`src/rtl/core/assert_macros.svh`:
```
// Assertion macros shared by the projection profile counter RTL
`ifndef ASSERT_MACROS_SVH
`define ASSERT_MACROS_SVH

// check a property on every clock edge outside reset
`define PPC_ASSERT(lbl, prop, msg) \
  lbl: assert property (@(posedge clk_i) disable iff (!rst_ni) (prop)) else $error(msg);

// check that a condition implies another in the same cycle
`define PPC_ASSERT_IMPL(lbl, ante, cons, msg) \
  lbl: assert property (@(posedge clk_i) disable iff (!rst_ni) (ante) |-> (cons)) \
    else $error(msg);

// check that a condition implies another in the next cycle
`define PPC_ASSERT_NEXT(lbl, ante, cons, msg) \
  lbl: assert property (@(posedge clk_i) disable iff (!rst_ni) (ante) |=> (cons)) \
    else $error(msg);

`endif

```
`src/rtl/core/ppc_pkg.sv`:
```
// Types, constants and codes of the projection profile counter
package ppc_pkg;

  localparam int MAX_COLS_DEF = 1024;
  localparam int MAX_ROWS_DEF = 1024;

  localparam int OPCODE_W = 2;
  localparam int PIXEL_W  = 8;
  localparam int INDEX_W  = 10;
  localparam int COUNT_W  = 11;
  localparam int CFG_IDX_W = 1;
  localparam int CFG_DATA_W = 11;
  localparam int QDEPTH   = 3;

  localparam logic [OPCODE_W-1:0] OP_PIXEL = 2'd0;
  localparam logic [OPCODE_W-1:0] OP_READ  = 2'd1;
  localparam logic [OPCODE_W-1:0] OP_CLEAR = 2'd2;

  localparam logic KIND_ROW = 1'b0;
  localparam logic KIND_COL = 1'b1;

  localparam logic [CFG_IDX_W-1:0] REG_MATCH_VALUE = 1'd0;
  localparam logic [CFG_IDX_W-1:0] REG_ROW_WIDTH   = 1'd1;

  localparam logic [PIXEL_W-1:0]    MATCH_RST = 8'd255;
  localparam logic [CFG_DATA_W-1:0] WIDTH_RST = 11'd1024;

  typedef struct packed {
    logic [OPCODE_W-1:0] opcode;
    logic [PIXEL_W-1:0]  pixel;
    logic [INDEX_W-1:0]  column_index;
  } in_word_t;

  typedef struct packed {
    logic                kind;
    logic [INDEX_W-1:0]  index;
    logic [COUNT_W-1:0]  count;
  } out_word_t;

  typedef struct packed {
    logic vld;
    logic pix;
    logic res;
    logic kind;
    logic col_vld;
    logic hit;
  } stage_t;

endpackage

```
`src/rtl/core/ppc_out_queue.sv`:
```
// Three-word result queue between the update stage and the output channel
module ppc_out_queue import ppc_pkg::*; (
  input  logic        clk_i,
  input  logic        rst_ni,
  input  logic        push_i,
  input  out_word_t   push_data_i,
  output logic        out_valid_o,
  input  logic        out_ready_i,
  output out_word_t   out_data_o,
  output logic [1:0]  cnt_o
);

  out_word_t  buf_q [QDEPTH];
  logic [1:0] wr_q, wr_d, rd_q, rd_d, cnt_q, cnt_d;
  logic       pop;

  assign pop = out_valid_o && out_ready_i;

  always_comb begin
    wr_d  = wr_q;
    rd_d  = rd_q;
    cnt_d = cnt_q;
    if (push_i) begin
      wr_d = (wr_q == 2'(QDEPTH - 1)) ? 2'd0 : wr_q + 2'd1;
    end
    if (pop) begin
      rd_d = (rd_q == 2'(QDEPTH - 1)) ? 2'd0 : rd_q + 2'd1;
    end
    if (push_i && !pop) begin
      cnt_d = cnt_q + 2'd1;
    end else if (pop && !push_i) begin
      cnt_d = cnt_q - 2'd1;
    end
  end

  always_ff @(posedge clk_i or negedge rst_ni) begin
    if (!rst_ni) begin
      wr_q  <= '0;
      rd_q  <= '0;
      cnt_q <= '0;
    end else begin
      wr_q  <= wr_d;
      rd_q  <= rd_d;
      cnt_q <= cnt_d;
    end
  end

  always_ff @(posedge clk_i) begin
    if (push_i) begin
      buf_q[wr_q] <= push_data_i;
    end
  end

  assign out_valid_o = (cnt_q != 2'd0);
  assign out_data_o  = buf_q[rd_q];
  assign cnt_o       = cnt_q;

endmodule

```
`config.mk`:
```
export PLATFORM = sky130hd
export DESIGN_NAME = ppc_out_queue
export DESIGN_NICKNAME = d
export VERILOG_FILES = /design/src/rtl/core/assert_macros.svh /design/src/rtl/core/ppc_pkg.sv /design/src/rtl/core/ppc_out_queue.sv
export SDC_FILE = /design/constraint.sdc
export NUM_CORES = 1
export LEC_CHECK = 0
export BUFFER_PORTS_ARGS = -buffer_cell sky130_fd_sc_hd__buf_2
export CAP_MARGIN = 20
export CORE_MARGIN = 5
export CORE_UTILIZATION = 43
export DETAILED_ROUTE_END_ITERATION = 8
export GPL_TIMING_DRIVEN = 0
export SLEW_MARGIN = 25
export SYNTH_ARGS = -nofsm -noshare
export SYNTH_HDL_FRONTEND = slang
export SYNTH_SLANG_ARGS = --single-unit
export TNS_END_PERCENT = 20
```
`constraint.sdc`:
```
create_clock -name clk_i -period 3.54 [get_ports clk_i]
set_input_delay 0.177 -clock clk_i [delete_from_list [all_inputs] [get_ports clk_i]]
set_output_delay 0.177 -clock clk_i [all_outputs]
set_load 0.01 [all_outputs]
```
== Word-level counts from Yosys, hierarchy flattened ==
Memory sizes are Yosys's and may differ from the RTL's.
Index checks and enable logic that the tools add are counted.

* Reduce and logical (&&, ||, !) cells: 7
* Mux-type cells: 6
* Eq/ne operators: 2
* Add/sub/neg operators: 4

{| class="wikitable"
|+ Operator list
! operator !! count
|-
| 2-to-1 mux 2 bit || 4
|-
| adder 2 x 1 -> 2 bit, second input constant || 3
|-
| == test 2 bit, second input constant || 2
|-
| nonzero test 2 bit || 2
|-
| logical AND 1 bit || 3
|-
| logical NOT 1 bit || 2
|-
| 2-to-1 mux 1 bit || 2
|-
| subtractor 2 x 1 -> 2 bit, second input constant || 1
|}

* Output and inout port bits: 25
* Bits of input ports: 26
* Memories kept: 1
* Flip-flop bits (word level): 6
* RAM bits: 66

{| class="wikitable"
|+ Memory list
! memory !! depth !! bits a word !! read ports !! clocked after Yosys merged registers in !! wr ports !! RTL line !! source
|-
| buf_q || 3 || 22 || 1 || 0 || 1 || ppc_out_queue.sv:13 || <nowiki>out_word_t buf_q [QDEPTH];</nowiki>
|}

== Longest topological paths before layout ==
* Depth in word-level cells: 5
* Mapped depth: 5
* Gate-level depth less buffers: 5

== Worst setup path before layout ==
OpenSTA, ideal clock, no wires.

* Kind: reg-to-reg
* Start point: register wr_q[0]
* End point: memory buf_q[2][0] in the netlist's numbering, enable pin
* Cell stages (with the launch flop): 2
* Arrival: 2.085 ns
* Required time: 3.107 ns
* Setup time: 0.433 ns
* Setup slack: 1.022 ns
* Period minus slack after synthesis: 2.518 ns
* Cells stage by stage: dfrtp_1 -> nor3b_1

{| class="wikitable"
|+ RTL lines
! item !! RTL line !! source
|-
| start, declared || ppc_out_queue.sv:14 || <nowiki>logic [1:0] wr_q, wr_d, rd_q, rd_d, cnt_q, cnt_d;</nowiki>
|-
| start signal, assigned || ppc_out_queue.sv:42 || <nowiki>wr_q <= wr_d;</nowiki>
|-
| end, declared || ppc_out_queue.sv:13 ||
|}

No word-level cell before the write port.

== Worst setup path after layout ==
* Start point: register wr_q[1]
* End point: memory buf_q[0][18] in the netlist's numbering, enable pin

No word-level cell before the write port.

==> qor.csv <==
stage;metric;value;unit
clock_tree;cts.path.max_buffers;2;
worst_setup_path;cp_slowest_stage_delay;0.54;ns
global_route;antenna_found_initial;0;
logic_synthesis;synth_top_area_share;72.0;%
logic_synthesis;syn_avg_cell_area;16.7;um^2
worst_setup_path;rr_startpoint;wr_q[1];
layout;fin_util;53.6;%
sta;tightest_slew;0.585;ns
worst_setup_path;path_buf_inv;2;
clock_tree;clk_pin_slew;0.07;ns
sta;finClkSkew;0.00457;ns
sta;rsz0062_at_grt;false;
clock_tree;insertion_delay;0.33;ns
sta;slew_headroom;60.8;%
worst_setup_path;cp_slowest_cell;nor3_2;
detailed_routing;drtIter0Drc;61;
logic_synthesis;synth_top_area_cell;edfxtp_1;
power;power;2.68;mW
layout;syn_to_final_growth;22.3;%
clock_tree;cts_setup_buffers;0;
floorplanning;rows;29;
detailed_routing;antenna_left;0;
power;leakage;1.30;nW
worst_setup_path;required;3.59;ns
sta;setup_slack;1.89;ns
logic_synthesis;synth_common_cells;66 x edfxtp_1, 24 x nand2_1, 23 x o21ai_1, 22 x mux2i_1, 6 x dfrtp_1;
sta;finalMaxSlewViolations;0;
detailed_routing;first_pass_iters;4;
worst_setup_path;rr_worst_depth;3;
logic_synthesis;synth_edf_count;66;
clock_tree;cts_buffers;9;
floorplanning;die_w;90.0;um
layout;drive_gt1_share;34.5;%
detailed_routing;routed_via_density;4.84;
sta;setup_violations;0;
logic_synthesis;synth_nets;192;
placed_design;dp.cells;299;
worst_setup_path;cp.depth;3;
worst_setup_path;crit_arrival;1.69;ns
logic_synthesis;yosys.cell_types.count;22;
flow_run;maxCapViolCount;0;
placed_design;dp_hpwl;3370;um
detailed_routing;wl_per_cell;15.2;um
global_route;grt_use_total;13.1;%
clock_tree;ctsHoldBuffers;1;
layout;finalNetCount;261;
floorplanning;start_util;43.8;%
worst_setup_path;crit_chain;nor3_2 -> buf_6 -> buf_4;
clock_tree;tritoncts;yes;
sta;hold_viol;0;
layout;stdcell_count;315;
worst_setup_path;path_class;register to register;
logic_synthesis;syn-instance-count;165;
logic_synthesis;async_flop_share;8.33;%
sta;fmax;0.607;GHz
detailed_routing;drc;0;
worst_setup_path;reg2reg_to;buf_q[0][18];
clock_tree;cts_resized;0;
global_route;grt-ovfl-total;0;
global_route;grt_pass1_vias;1657;
logic_synthesis;synth_seq_cells;72;
clock_tree;cts_sinks;72;
sta;min_period;1.65;ns
power;ir_worst_vdd;0.330;mV
floorplanning;die_h;90.0;um
floorplanning;core;0.00628;mm^2
clock_tree;cts-root-buf;clkbuf_8;
logic_synthesis;synth-seq-area-share;77.5;%
detailed_routing;routed_wl;4780;um
power;p_per_area;795;mW/mm^2
floorplanning;pin_count;51;
worst_setup_path;crit_end;buf_q[0][18];
clock_tree;cts_max_level;3;
worst_setup_path;worst_setup_path_start_kind;register;
worst_setup_path;cp_max_fo;7;
logic_synthesis;ys_warn_count;0;
logic_synthesis;synth_area;0.00275;mm^2
worst_setup_path;critPathLaunch;wr_q[1];
worst_setup_path;rrSetupSlack;1.89;ns
placed_design;pre_cts_slack;1.84;ns
logic_synthesis;ys.flop_type;edfxtp_1;
worst_setup_path;path_delay_family;simple AND/OR/NAND/NOR gates;
global_route;grt_max_degree;13;
detailed_routing;vias;1526;
placed_design;gp_congestion;0.644;
outcome;status;complete, no violations;
sta;period_share;46.5;%
global_route;grt_pass1_wl;8160;um
hold_path;worstHoldPathType;input pin to register;
placed_design;port_buffers;50;
logic_synthesis;ys_top_cells_by_area;edfxtp_1 72%, mux2i_1 8.0%, dfrtp_1 5.5%;
layout;diodes;0;
floorplanning;dieArea;0.00810;mm^2
logic_synthesis;synth.most_common_cell;edfxtp_1;
worst_setup_path;end_kind;register;
sta;hold_ws;0.0359;ns
[routing by layer]
metal,GRT usage (%),share of wire (%),vias to the layer above
li1,-,-,751
met1,15.2,43,728
met2,21.5,50,38
met3,4.84,5.2,9
met4,5.96,1.8,0
met5,0,0,-
[metrics by stage]
| stage | TNS [ns] | instance area [um^2] |
|---|---|---|
| detailed placement | 0 | 3180 |
| global route | 0 | 3360 |
| finish | 0 | 3360 |
| CTS | 0 | 3360 |
| floorplan | 0 | 2750 |
| global placement | -2.29 | 3100 |
[state kept, by name, indices dropped and copies added, names as in the netlist]
register  count
cnt_o         2
buf_q        66
wr_q          2
rd_q          2
[power by group]
group	internal, mW	switching [mW]	leakage (nW)
clock	0.312	0.273	0.0914
sequential	1.10	0.0578	0.683
combinational	0.408	0.526	0.528
[how the worst min path moves through the flow]
stage                   endpoint            start  depth (start not counted)
finish              buf_q[0][17]  push_data_i[17]                          1
global route         buf_q[1][9]   push_data_i[9]                          1
CTS                  buf_q[1][9]   push_data_i[9]                          1
detailed placement      cnt_o[1]           rst_ni                          1
global placement        cnt_o[1]           rst_ni                          1
floorplan               cnt_o[0]           rst_ni                          0
[cell type report]
type                            count  area [um^2]
Tap cell                           77         96.3
Clock inverter                      6         51.3
Timing Repair Buffer               58          324
Sequential cell                    72         2130
Clock buffer                        9          124
Inverter                            1         3.75
Fill cell                         528         2910
Buffer                              8         77.6
Multi-Input combinational cell     84          556
[logic make-up after synthesis]
family	synth area share, %
muxes	8.00
and+or+nand+nor	4.82
DFF	77.5
AOI/OAI and AO/OA	5.32
adders and majority gates	0.455
xor gates and xnor gates	0.955
buffers and inverters	2.96
[layout by cell type, fill, tap and decap left out, types with 2 or more instances in the layout]
cell type  count
clkinv_1       3
o21ai_1       23
buf_12         2
clkbuf_8       9
buf_6          2
buf_2         53
a21o_1         3
edfxtp_1      66
dfrtp_1        6
buf_4          6
nor3_2         2
nand2_1       24
clkinv_2       2
mux2i_1       22
xor2_1         2
Note: power is estimated with default switching activity, not from simulation.
