File: src/rtl/core/assert_macros.svh
// Assertion macros shared by the projection profile counter RTL
`ifndef ASSERT_MACROS_SVH
`define ASSERT_MACROS_SVH

// check a property on every clock edge outside reset
`define PPC_ASSERT(lbl, prop, msg) \
  lbl: assert property (@(posedge clk_i) disable iff (!rst_ni) (prop)) else $error(msg);

// check that a condition implies another in the same cycle
`define PPC_ASSERT_IMPL(lbl, ante, cons, msg) \
  lbl: assert property (@(posedge clk_i) disable iff (!rst_ni) (ante) |-> (cons)) \
    else $error(msg);

// check that a condition implies another in the next cycle
`define PPC_ASSERT_NEXT(lbl, ante, cons, msg) \
  lbl: assert property (@(posedge clk_i) disable iff (!rst_ni) (ante) |=> (cons)) \
    else $error(msg);

`endif

File: src/rtl/core/ppc_pkg.sv
// Types, constants and codes of the projection profile counter
package ppc_pkg;

  localparam int MAX_COLS_DEF = 1024;
  localparam int MAX_ROWS_DEF = 1024;

  localparam int OPCODE_W = 2;
  localparam int PIXEL_W  = 8;
  localparam int INDEX_W  = 10;
  localparam int COUNT_W  = 11;
  localparam int CFG_IDX_W = 1;
  localparam int CFG_DATA_W = 11;
  localparam int QDEPTH   = 3;

  localparam logic [OPCODE_W-1:0] OP_PIXEL = 2'd0;
  localparam logic [OPCODE_W-1:0] OP_READ  = 2'd1;
  localparam logic [OPCODE_W-1:0] OP_CLEAR = 2'd2;

  localparam logic KIND_ROW = 1'b0;
  localparam logic KIND_COL = 1'b1;

  localparam logic [CFG_IDX_W-1:0] REG_MATCH_VALUE = 1'd0;
  localparam logic [CFG_IDX_W-1:0] REG_ROW_WIDTH   = 1'd1;

  localparam logic [PIXEL_W-1:0]    MATCH_RST = 8'd255;
  localparam logic [CFG_DATA_W-1:0] WIDTH_RST = 11'd1024;

  typedef struct packed {
    logic [OPCODE_W-1:0] opcode;
    logic [PIXEL_W-1:0]  pixel;
    logic [INDEX_W-1:0]  column_index;
  } in_word_t;

  typedef struct packed {
    logic                kind;
    logic [INDEX_W-1:0]  index;
    logic [COUNT_W-1:0]  count;
  } out_word_t;

  typedef struct packed {
    logic vld;
    logic pix;
    logic res;
    logic kind;
    logic col_vld;
    logic hit;
  } stage_t;

endpackage

File: src/rtl/core/ppc_frame_ctrl.sv
// Configuration, row and frame state, and the stage that issues column reads
module ppc_frame_ctrl import ppc_pkg::*; #(
  parameter int MAX_COLS = MAX_COLS_DEF,
  parameter int MAX_ROWS = MAX_ROWS_DEF
) (
  input  logic                        clk_i,
  input  logic                        rst_ni,
  input  logic                        cfg_we_i,
  input  logic [CFG_IDX_W-1:0]        cfg_idx_i,
  input  logic [CFG_DATA_W-1:0]       cfg_wdata_i,
  input  logic                        fire_i,
  input  in_word_t                    in_data_i,
  output logic                        re_o,
  output logic [$clog2(MAX_COLS)-1:0] raddr_o,
  output stage_t                      st_o,
  output logic [INDEX_W-1:0]          st_idx_o,
  output logic [COUNT_W-1:0]          st_cnt_o,
  output logic [$clog2(MAX_COLS)-1:0] st_addr_o
);

  localparam int AW = $clog2(MAX_COLS);
  localparam int CW = $clog2(MAX_COLS + 1);
  localparam int RW = $clog2(MAX_ROWS);
  localparam int WW = (CW > CFG_DATA_W) ? CW : CFG_DATA_W;
  localparam int XW = (CW > INDEX_W) ? CW : INDEX_W;

  logic [PIXEL_W-1:0]    match_q;
  logic [CFG_DATA_W-1:0] width_q;
  logic [AW-1:0]         pos_q, pos_d;
  logic [CW-1:0]         rcnt_q, rcnt_d;
  logic [RW-1:0]         rnum_q, rnum_d;
  logic [CW-1:0]         hwm_q, hwm_d;
  stage_t                st_q, st_d;
  logic [INDEX_W-1:0]    st_idx_q, st_idx_d;
  logic [COUNT_W-1:0]    st_cnt_q, st_cnt_d;
  logic [AW-1:0]         st_addr_q, st_addr_d;

  logic [WW-1:0] width_x;
  logic [CW-1:0] w_eff;
  logic [CW-1:0] col_next;
  logic [CW-1:0] rcnt_n;
  logic [CW-1:0] row_res;
  logic          hit;
  logic          end_row;

  always_comb begin
    width_x = WW'(width_q);
    if (width_x == '0) begin
      w_eff = CW'(1);
    end else if (width_x > WW'(MAX_COLS)) begin
      w_eff = CW'(MAX_COLS);
    end else begin
      w_eff = CW'(width_x);
    end
    col_next = CW'(pos_q) + CW'(1);
    end_row  = (col_next >= w_eff);
    hit      = (in_data_i.pixel == match_q);
    rcnt_n   = (hit && (rcnt_q < CW'(MAX_COLS))) ? rcnt_q + CW'(1) : rcnt_q;
    row_res  = ({rcnt_n, 1'b0} > {1'b0, w_eff}) ? '0 : rcnt_n;
  end

  always_comb begin
    pos_d     = pos_q;
    rcnt_d    = rcnt_q;
    rnum_d    = rnum_q;
    hwm_d     = hwm_q;
    st_d      = '0;
    st_idx_d  = st_idx_q;
    st_cnt_d  = st_cnt_q;
    st_addr_d = st_addr_q;
    re_o      = 1'b0;
    raddr_o   = pos_q;
    if (fire_i) begin
      case (in_data_i.opcode)
        OP_PIXEL: begin
          re_o         = 1'b1;
          st_d.vld     = 1'b1;
          st_d.pix     = 1'b1;
          st_d.kind    = KIND_ROW;
          st_d.hit     = hit;
          st_d.col_vld = (CW'(pos_q) < hwm_q);
          st_d.res     = end_row;
          st_addr_d    = pos_q;
          st_idx_d     = INDEX_W'(rnum_q);
          st_cnt_d     = COUNT_W'(row_res);
          if (col_next > hwm_q) begin
            hwm_d = col_next;
          end
          if (end_row) begin
            pos_d  = '0;
            rcnt_d = '0;
            if (rnum_q < RW'(MAX_ROWS - 1)) begin
              rnum_d = rnum_q + RW'(1);
            end
          end else begin
            pos_d  = pos_q + AW'(1);
            rcnt_d = rcnt_n;
          end
        end
        OP_READ: begin
          re_o         = 1'b1;
          raddr_o      = AW'(in_data_i.column_index);
          st_d.vld     = 1'b1;
          st_d.res     = 1'b1;
          st_d.kind    = KIND_COL;
          st_d.col_vld = (XW'(in_data_i.column_index) < XW'(hwm_q));
          st_idx_d     = in_data_i.column_index;
          st_addr_d    = AW'(in_data_i.column_index);
        end
        OP_CLEAR: begin
          pos_d  = '0;
          rcnt_d = '0;
          rnum_d = '0;
          hwm_d  = '0;
        end
        default: begin
        end
      endcase
    end
  end

  always_ff @(posedge clk_i or negedge rst_ni) begin
    if (!rst_ni) begin
      match_q <= MATCH_RST;
      width_q <= WIDTH_RST;
      pos_q   <= '0;
      rcnt_q  <= '0;
      rnum_q  <= '0;
      hwm_q   <= '0;
      st_q    <= '0;
    end else begin
      if (cfg_we_i) begin
        case (cfg_idx_i)
          REG_MATCH_VALUE: match_q <= cfg_wdata_i[PIXEL_W-1:0];
          REG_ROW_WIDTH:   width_q <= cfg_wdata_i;
          default: begin
          end
        endcase
      end
      pos_q  <= pos_d;
      rcnt_q <= rcnt_d;
      rnum_q <= rnum_d;
      hwm_q  <= hwm_d;
      st_q   <= st_d;
    end
  end

  always_ff @(posedge clk_i) begin
    st_idx_q  <= st_idx_d;
    st_cnt_q  <= st_cnt_d;
    st_addr_q <= st_addr_d;
  end

  assign st_o      = st_q;
  assign st_idx_o  = st_idx_q;
  assign st_cnt_o  = st_cnt_q;
  assign st_addr_o = st_addr_q;

endmodule

File: config.mk
export PLATFORM = sky130hd
export DESIGN_NAME = ppc_frame_ctrl
export DESIGN_NICKNAME = d
export VERILOG_FILES = /design/src/rtl/core/assert_macros.svh /design/src/rtl/core/ppc_pkg.sv /design/src/rtl/core/ppc_frame_ctrl.sv
export SDC_FILE = /design/constraint.sdc
export NUM_CORES = 1
export LEC_CHECK = 0
export BUFFER_PORTS_ARGS = -buffer_cell sky130_fd_sc_hd__buf_2
export CAP_MARGIN = 10
export CORE_MARGIN = 8
export CORE_UTILIZATION = 50
export CTS_CLUSTER_DIAMETER = 150
export DETAILED_ROUTE_END_ITERATION = 7
export GPL_ROUTABILITY_DRIVEN = 0
export PLACE_DENSITY = 0.75
export SLEW_MARGIN = 10
export SYNTH_ARGS = -nofsm -noshare
export SYNTH_HDL_FRONTEND = slang
export SYNTH_SLANG_ARGS = --single-unit
export TNS_END_PERCENT = 20
File: constraint.sdc
create_clock -name clk_i -period 4.9 [get_ports clk_i]
set_clock_uncertainty 0.05 [all_clocks]
set_input_delay 0 -clock clk_i [delete_from_list [all_inputs] [get_ports clk_i]]
set_output_delay 0 -clock clk_i [all_outputs]
set_load 0.05 [all_outputs]
# [After elaboration in Yosys (flattened, before gate mapping)]
# Index checks and enable logic that the tools add are counted.
[word_totals] reg_bits=98 latch_bits=0 ramBits=0 mem_bits_ro=0 inputBits=36 output_inout_bits=48 elab_cells=69 mem_count=0
[classes] add_sub_neg=4 n_mul=0 div=0 magnitude_cmp=8 n_eq_ne=6 shifts=0 muxes=22 bitwise_logic=1 n_reduce_logical=13
[op_table] op="$pmux W10 S2" count=4
[op_table] op="$mux W11" count=5
[op_table] op="$mux W10" count=5
[op_table] op="$pmux W11 S2" count=2
[op_table] op="$lt A10 B11 Y1" count=2
[op_table] op="$add A10 B1 Y10 const B" count=2
[op_table] op="$gt A12 B11 Y1" count=1
[op_table] op="$add A10 B1 Y11 const B" count=1
[op_table] op="$add A11 B1 Y11 const B" count=1
[op_table] op="$ge A11 B11 Y1" count=1
[op_table] op="$gt A11 B11 Y1" count=1
[op_table] op="$gt A11 B11 Y1 const B" count=1
[op_table] op="$logic_not A11 Y1" count=1
[op_table] op="$lt A11 B11 Y1 const B" count=1
[op_table] op="$lt A10 B10 Y1 const B" count=1
[op_table] op="$reduce_and A2 Y1" count=5
[op_table] op="$eq A8 B8 Y1" count=1
[op_table] op="$mux W6" count=1
[op_table] op="$ne A2 B2 Y1 const B" count=3
[op_table] op="$pmux W3 S2" count=1
[op_table] op="$mux W1" count=4
[op_table] op="$reduce_and A4 Y1" count=1
[op_table] op="$reduce_bool A2 Y1" count=2
[op_table] op="$reduce_and A3 Y1" count=1
[op_table] op="other kinds (6)" count=6

# [Logic depth before layout (Yosys ltp)]
[logic_depth] word_depth=6 mapped_depth=15 mapped_depth_nobuf=13

# [Worst setup path after synthesis]
# OpenSTA, ideal clock, no wires.
[synth_path] path_kind="flip-flop to flip-flop" startpoint="register match_q[0]" endpoint="register st_cnt_q[0] (netlist: st_cnt_o[0]), data pin" setup_ns=0.141 arrival_ns=2.900 t_required_ns=4.709 setup_slack_ns=1.809 stages_incl_launch_ff=14 synth_period_minus_slack_ns=3.091 path_cell_list="dfstp_2 -> xor2_1 -> nor4_1 -> and3b_2 -> buf_6 -> nand4_4 -> xnor2_2 -> ha_1 -> nand2_1 -> a21oi_1 -> a2111oi_0 -> nand2_1 -> a211o_1 -> nor2b_1"
[synth_between] elab_chain_len=4
[synth_rtl] item="start: declaration" line="ppc_frame_ctrl.sv:27" rtl="logic [PIXEL_W-1:0] match_q;"
[synth_rtl] item="start signal: assignment" line="ppc_frame_ctrl.sv:134" rtl="REG_MATCH_VALUE: match_q <= cfg_wdata_i[PIXEL_W-1:0];"
[synth_rtl] item="$eq A8 B8 Y1" line="ppc_frame_ctrl.sv:57" rtl="hit = (in_data_i.pixel == match_q);"
[synth_rtl] item="$logic_and A1 B1 Y1" line="ppc_frame_ctrl.sv:58" rtl="rcnt_n = (hit && (rcnt_q < CW'(MAX_COLS))) ? rcnt_q + CW'(1) : rcnt_q;"
[synth_rtl] item="$mux W11" line="ppc_frame_ctrl.sv:58"
[synth_rtl] item="via rcnt_n[8]" line="ppc_frame_ctrl.sv:41" rtl="logic [CW-1:0] rcnt_n;"
[synth_rtl] item="$gt A12 B11 Y1" line="ppc_frame_ctrl.sv:59" rtl="row_res = ({rcnt_n, 1'b0} > {1'b0, w_eff}) ? '0 : rcnt_n;"
[synth_rtl] item="end signal: assignment" line="ppc_frame_ctrl.sv:150" rtl="st_cnt_q <= st_cnt_d;"
[synth_rtl] item="end: declaration" line="ppc_frame_ctrl.sv:35" rtl="logic [COUNT_W-1:0] st_cnt_q, st_cnt_d;"
# The timed path passes the listed nets, and every way through them passes these cells.
# A chain may end at the register's enable or synchronous reset.

# [Worst setup path in the final report]
[layout_path] startpoint="register match_q[7]" endpoint="register st_cnt_q[4] (netlist: st_cnt_o[4]), data pin"
# The elaborated chain is that of the path after synthesis.

==> impl_metrics.sql <==
INSERT INTO impl_metrics (metric_group, metric, value, unit) VALUES
('outcome', 'outcome', 'complete, no violations', ''),
('logic_synthesis', 'synth-seq-area-share', '44.7', '%'),
('place', 'portBuffers', '83', ''),
('power', 'pwr_density_cell', '321', 'nW/um^2'),
('timing', 'final-hold-violation-count', '0', ''),
('clock_network', 'tritoncts.num_buffers', '9', ''),
('die', 'std_cell_rows', '39', ''),
('logic_synthesis', 'synth_nets', '658', ''),
('logic_synthesis', 'synth_seq_cells', '98', ''),
('power', 'fin_total_pwr', '2.21', 'mW'),
('logic_synthesis', 'yosys.area.top_type_share', '24.8', '%'),
('clock_network', 'root_buffer', 'sky130_fd_sc_hd__clkbuf_16', ''),
('logic_synthesis', 'yosysTopAreaCell', 'sky130_fd_sc_hd__dfrtp_1', ''),
('detailed_routing', 'avgViaCountPerCell', '5.79', ''),
('timing', 'max_slew_margin', '21.0', '%'),
('layout', 'num_antenna_cells', '0', ''),
('die', 'die_w', '124', 'um'),
('detailed_routing', 'drt_pre_antenna_iters', '5', ''),
('power', 'clockPowerShare', '30.7', '%'),
('worst_setup_path', 'worstPathRequired', '5.05', 'ns'),
('power', 'p_int', '1.51', 'mW'),
('run', 'cap_violations', '0', ''),
('logic_synthesis', 'yosysWarningCount', '0', ''),
('global_routing', 'grt_start_max_net_pins', '68', ''),
('timing', 'max_slew.worst_pin.slew', '1.18', 'ns'),
('timing', 'finalHoldWorstSlack', '0.0719', 'ns'),
('power', 'power_frac_seq', '43.7', '%'),
('layout', 'design.final.nets', '757', ''),
('timing', 'maxSlewViolCount', '0', ''),
('detailed_routing', 'detailroute.via_count', '4720', ''),
('global_routing', 'grt_first_pass_wirelength', '23800', 'um'),
('detailed_routing', 'first_iter_violations', '398', ''),
('clock_network', 'post_cts_buffers', '0', ''),
('timing', 'timing.final.setup_violations', '0', ''),
('clock_network', 'clock_slew_seen_by_the_registers_of_the_worst_setup_and_hold_paths', '0.07', 'ns'),
('worst_setup_path', 'worst_setup_path_end_kind', 'flop', ''),
('power', 'power.share.combinational', '25.7', '%'),
('power', 'max-vdd-ir-drop', '0.214', 'mV'),
('logic_synthesis', 'synth-main-ff-cell', 'sky130_fd_sc_hd__dfrtp_1', ''),
('detailed_routing', 'finalWirelength', '14500', 'um'),
('clock_network', 'clock_tree_from_tritoncts', 'yes', ''),
('logic_synthesis', 'synthesis.instances', '568', ''),
('logic_synthesis', 'post_synth.cell_area_avg', '10.3', 'sq um'),
('logic_synthesis', 'yosys.area_share.xor_xnor', '4.12', '%'),
('worst_setup_path', 'worstSetupStartpointType', 'flop', ''),
('clock_network', 'clock_sinks', '98', ''),
('global_routing', 'gr-usage-all-layers', '18.8', '%'),
('layout', 'area_delta_synth_final', '17.6', '%'),
('logic_synthesis', 'synth.cell_area', '5850', 'sq um'),
('die', 'die_area', '15400', 'sq um'),
('worst_setup_path', 'critical_path_arrival', '4.04', 'ns'),
('layout', 'num-fill-cells', '935', ''),
('global_routing', 'antenna_violations_before_repair', '0', ''),
('logic_synthesis', 'most_frequent_cell_after_synthesis', 'sky130_fd_sc_hd__nand2_1', ''),
('timing', 'final.period_utilization', '79.3', '%'),
('die', 'initial_utilization', '51.3', '%'),
('logic_synthesis', 'async_reset_ff_share', '68.4', '%'),
('worst_setup_path', 'worst-setup-path-type', 'flop to flop', ''),
('die', 'die_height', '124', 'um'),
('logic_synthesis', 'synthAdderAreaFrac', '11.5', '%'),
('logic_synthesis', 'synth_top_family_by_area', 'simple AND/OR/NAND/NOR gates', ''),
('power', 'net-switching-power', '0.706', 'mW'),
('logic_synthesis', 'library_cells_used_by_synthesis', '56', ''),
('clock_network', 'worstSkewPairLatency', '0.35', 'ns'),
('logic_synthesis', 'netlist_top_cells_count', 'sky130_fd_sc_hd__nand2_1 (105), sky130_fd_sc_hd__dfrtp_1 (58), sky130_fd_sc_hd__ha_1 (54)', ''),
('logic_synthesis', 'synth_compound_area_share', '10.5', '%'),
('clock_network', 'cts_max_path_buffers', '2', ''),
('detailed_routing', 'final_antenna_net_count', '0', ''),
('clock_network', 'h-tree-depth', '3', ''),
('worst_hold_path', 'min_path_type', 'input pin to flop', ''),
('logic_synthesis', 'synthSimpleGateAreaFrac', '17.9', '%');
==> per-layer routing <==
| layer | share of wire [%] | vias up | wire length (um) | global-route usage (%) |
|---|---|---|---|---|
| met5 | 0 | - | 0 | 0 |
| met4 | 2.5 | 0 | 368 | 8.22 |
| met3 | 6.6 | 33 | 961 | 4.34 |
| met2 | 47 | 187 | 6780 | 30.0 |
| met1 | 44 | 2270 | 6340 | 23.9 |
| li1 | - | 2230 | - | - |
==> power groups by stage <==
stage | registers (mW) | clock network, mW | logic [mW]
after floorplan | 1.02 | 0 | 0.354
after global placement | 0.976 | 0 | 0.525
after detailed placement | 0.980 | 0 | 0.547
after CTS | 0.965 | 0.692 | 0.567
after global routing | 0.974 | 0.729 | 0.625
final | 0.966 | 0.679 | 0.568
==> sequential cells by signal, indices dropped and copies added, names as in the netlist <==
| signal | cells |
|---|---|
| st_o | 6 |
| st_cnt_o | 11 |
| pos_q | 10 |
| rnum_q | 10 |
| st_addr_o | 10 |
| match_q | 8 |
| rcnt_q | 11 |
| width_q | 11 |
| st_idx_o | 10 |
| hwm_q | 11 |
==> kinds of logic (layout without fill, tap and decap cells) <==
kind of cell               count (synthesis)  after routing
adders and majority gates                 54             54
buffers and inverters                     39            143
xor gates and xnor gates                  25             25
and+or+nand+nor                          209            209
DFF                                       98             98
other                                      1              1
AOI/OAI and AO/OA                         98             98
muxes                                     44             44
==> area by class of cell <==
type / count / area [sq um] / area share, %
clock buffers: 12 / 256 / 3.73
clock inverters: 4 / 27.5 / 0.400
inverters: 18 / 67.6 / 0.981
multi-input cells: 431 / 3070 / 44.5
flip-flops and latches: 98 / 2620 / 38.0
well taps: 143 / 179 / 2.60
repair buffers: 109 / 668 / 9.71
==> final timing paths <==
check	startpoint	endpoint	slack, ns	cells past startpoint
max	match_q[7]	st_cnt_o[4]	1.02	12
min	in_data_i[19]	st_o[5]	0.07	2
max reg2reg	match_q[7]	st_cnt_o[4]	1.02	12
min reg2reg	hwm_q[2]	hwm_q[2]	0.48	2
max in group asynchronous	rst_ni	rcnt_q[8]	3.90	3
min in group asynchronous	rst_ni	st_o[2]	0.32	3
==> cell usage in the layout (no fill, tap or decap), types with 14 or more instances in the layout <==
master	instances
sky130_fd_sc_hd__dlygate4sd3_1	23
sky130_fd_sc_hd__inv_1	17
sky130_fd_sc_hd__nand3_1	19
sky130_fd_sc_hd__dfrtp_1	58
sky130_fd_sc_hd__xor2_1	15
sky130_fd_sc_hd__mux2_2	29
sky130_fd_sc_hd__nor2b_1	14
sky130_fd_sc_hd__ha_1	54
sky130_fd_sc_hd__o21ai_0	18
sky130_fd_sc_hd__a21oi_1	35
sky130_fd_sc_hd__nand2_1	105
sky130_fd_sc_hd__mux2i_1	15
sky130_fd_sc_hd__and3_1	16
sky130_fd_sc_hd__buf_2	83
sky130_fd_sc_hd__edfxtp_1	31
==> worst max-delay path: stages, from the launching register on <==
cell and delay (ns):
sky130_fd_sc_hd__dfstp_2 0.54, sky130_fd_sc_hd__xor2_1 0.07, sky130_fd_sc_hd__nor4_1 0.50, sky130_fd_sc_hd__and3b_2 0.46, sky130_fd_sc_hd__and2_1 0.24, sky130_fd_sc_hd__xor2_1 0.22
sky130_fd_sc_hd__ha_1 0.30, sky130_fd_sc_hd__a21oi_1 0.18, sky130_fd_sc_hd__a21oi_1 0.08, sky130_fd_sc_hd__a2111oi_0 0.38, sky130_fd_sc_hd__nand2_1 0.11, sky130_fd_sc_hd__a211o_1 0.41
sky130_fd_sc_hd__nor2b_1 0.18
==> per-stage QoR <==
step                std cells  worst slack [ns]  utilization, %
floorplan                 568              1.81               -
global placement          776              1.26            55.8
detailed placement        776              1.07            55.8
CTS                       815              1.01            60.3
global route              815             0.740            60.3
finish                    815              1.02            60.3
==> what timing repair did <==
| action | CTS | global route |
|---|---|---|
| hold buffers | 23 | 0 |
| resized for setup | 0 | 0 |
| hold endpoints to repair | 97 | 0 |
Power figures use the tool's default switching activity.
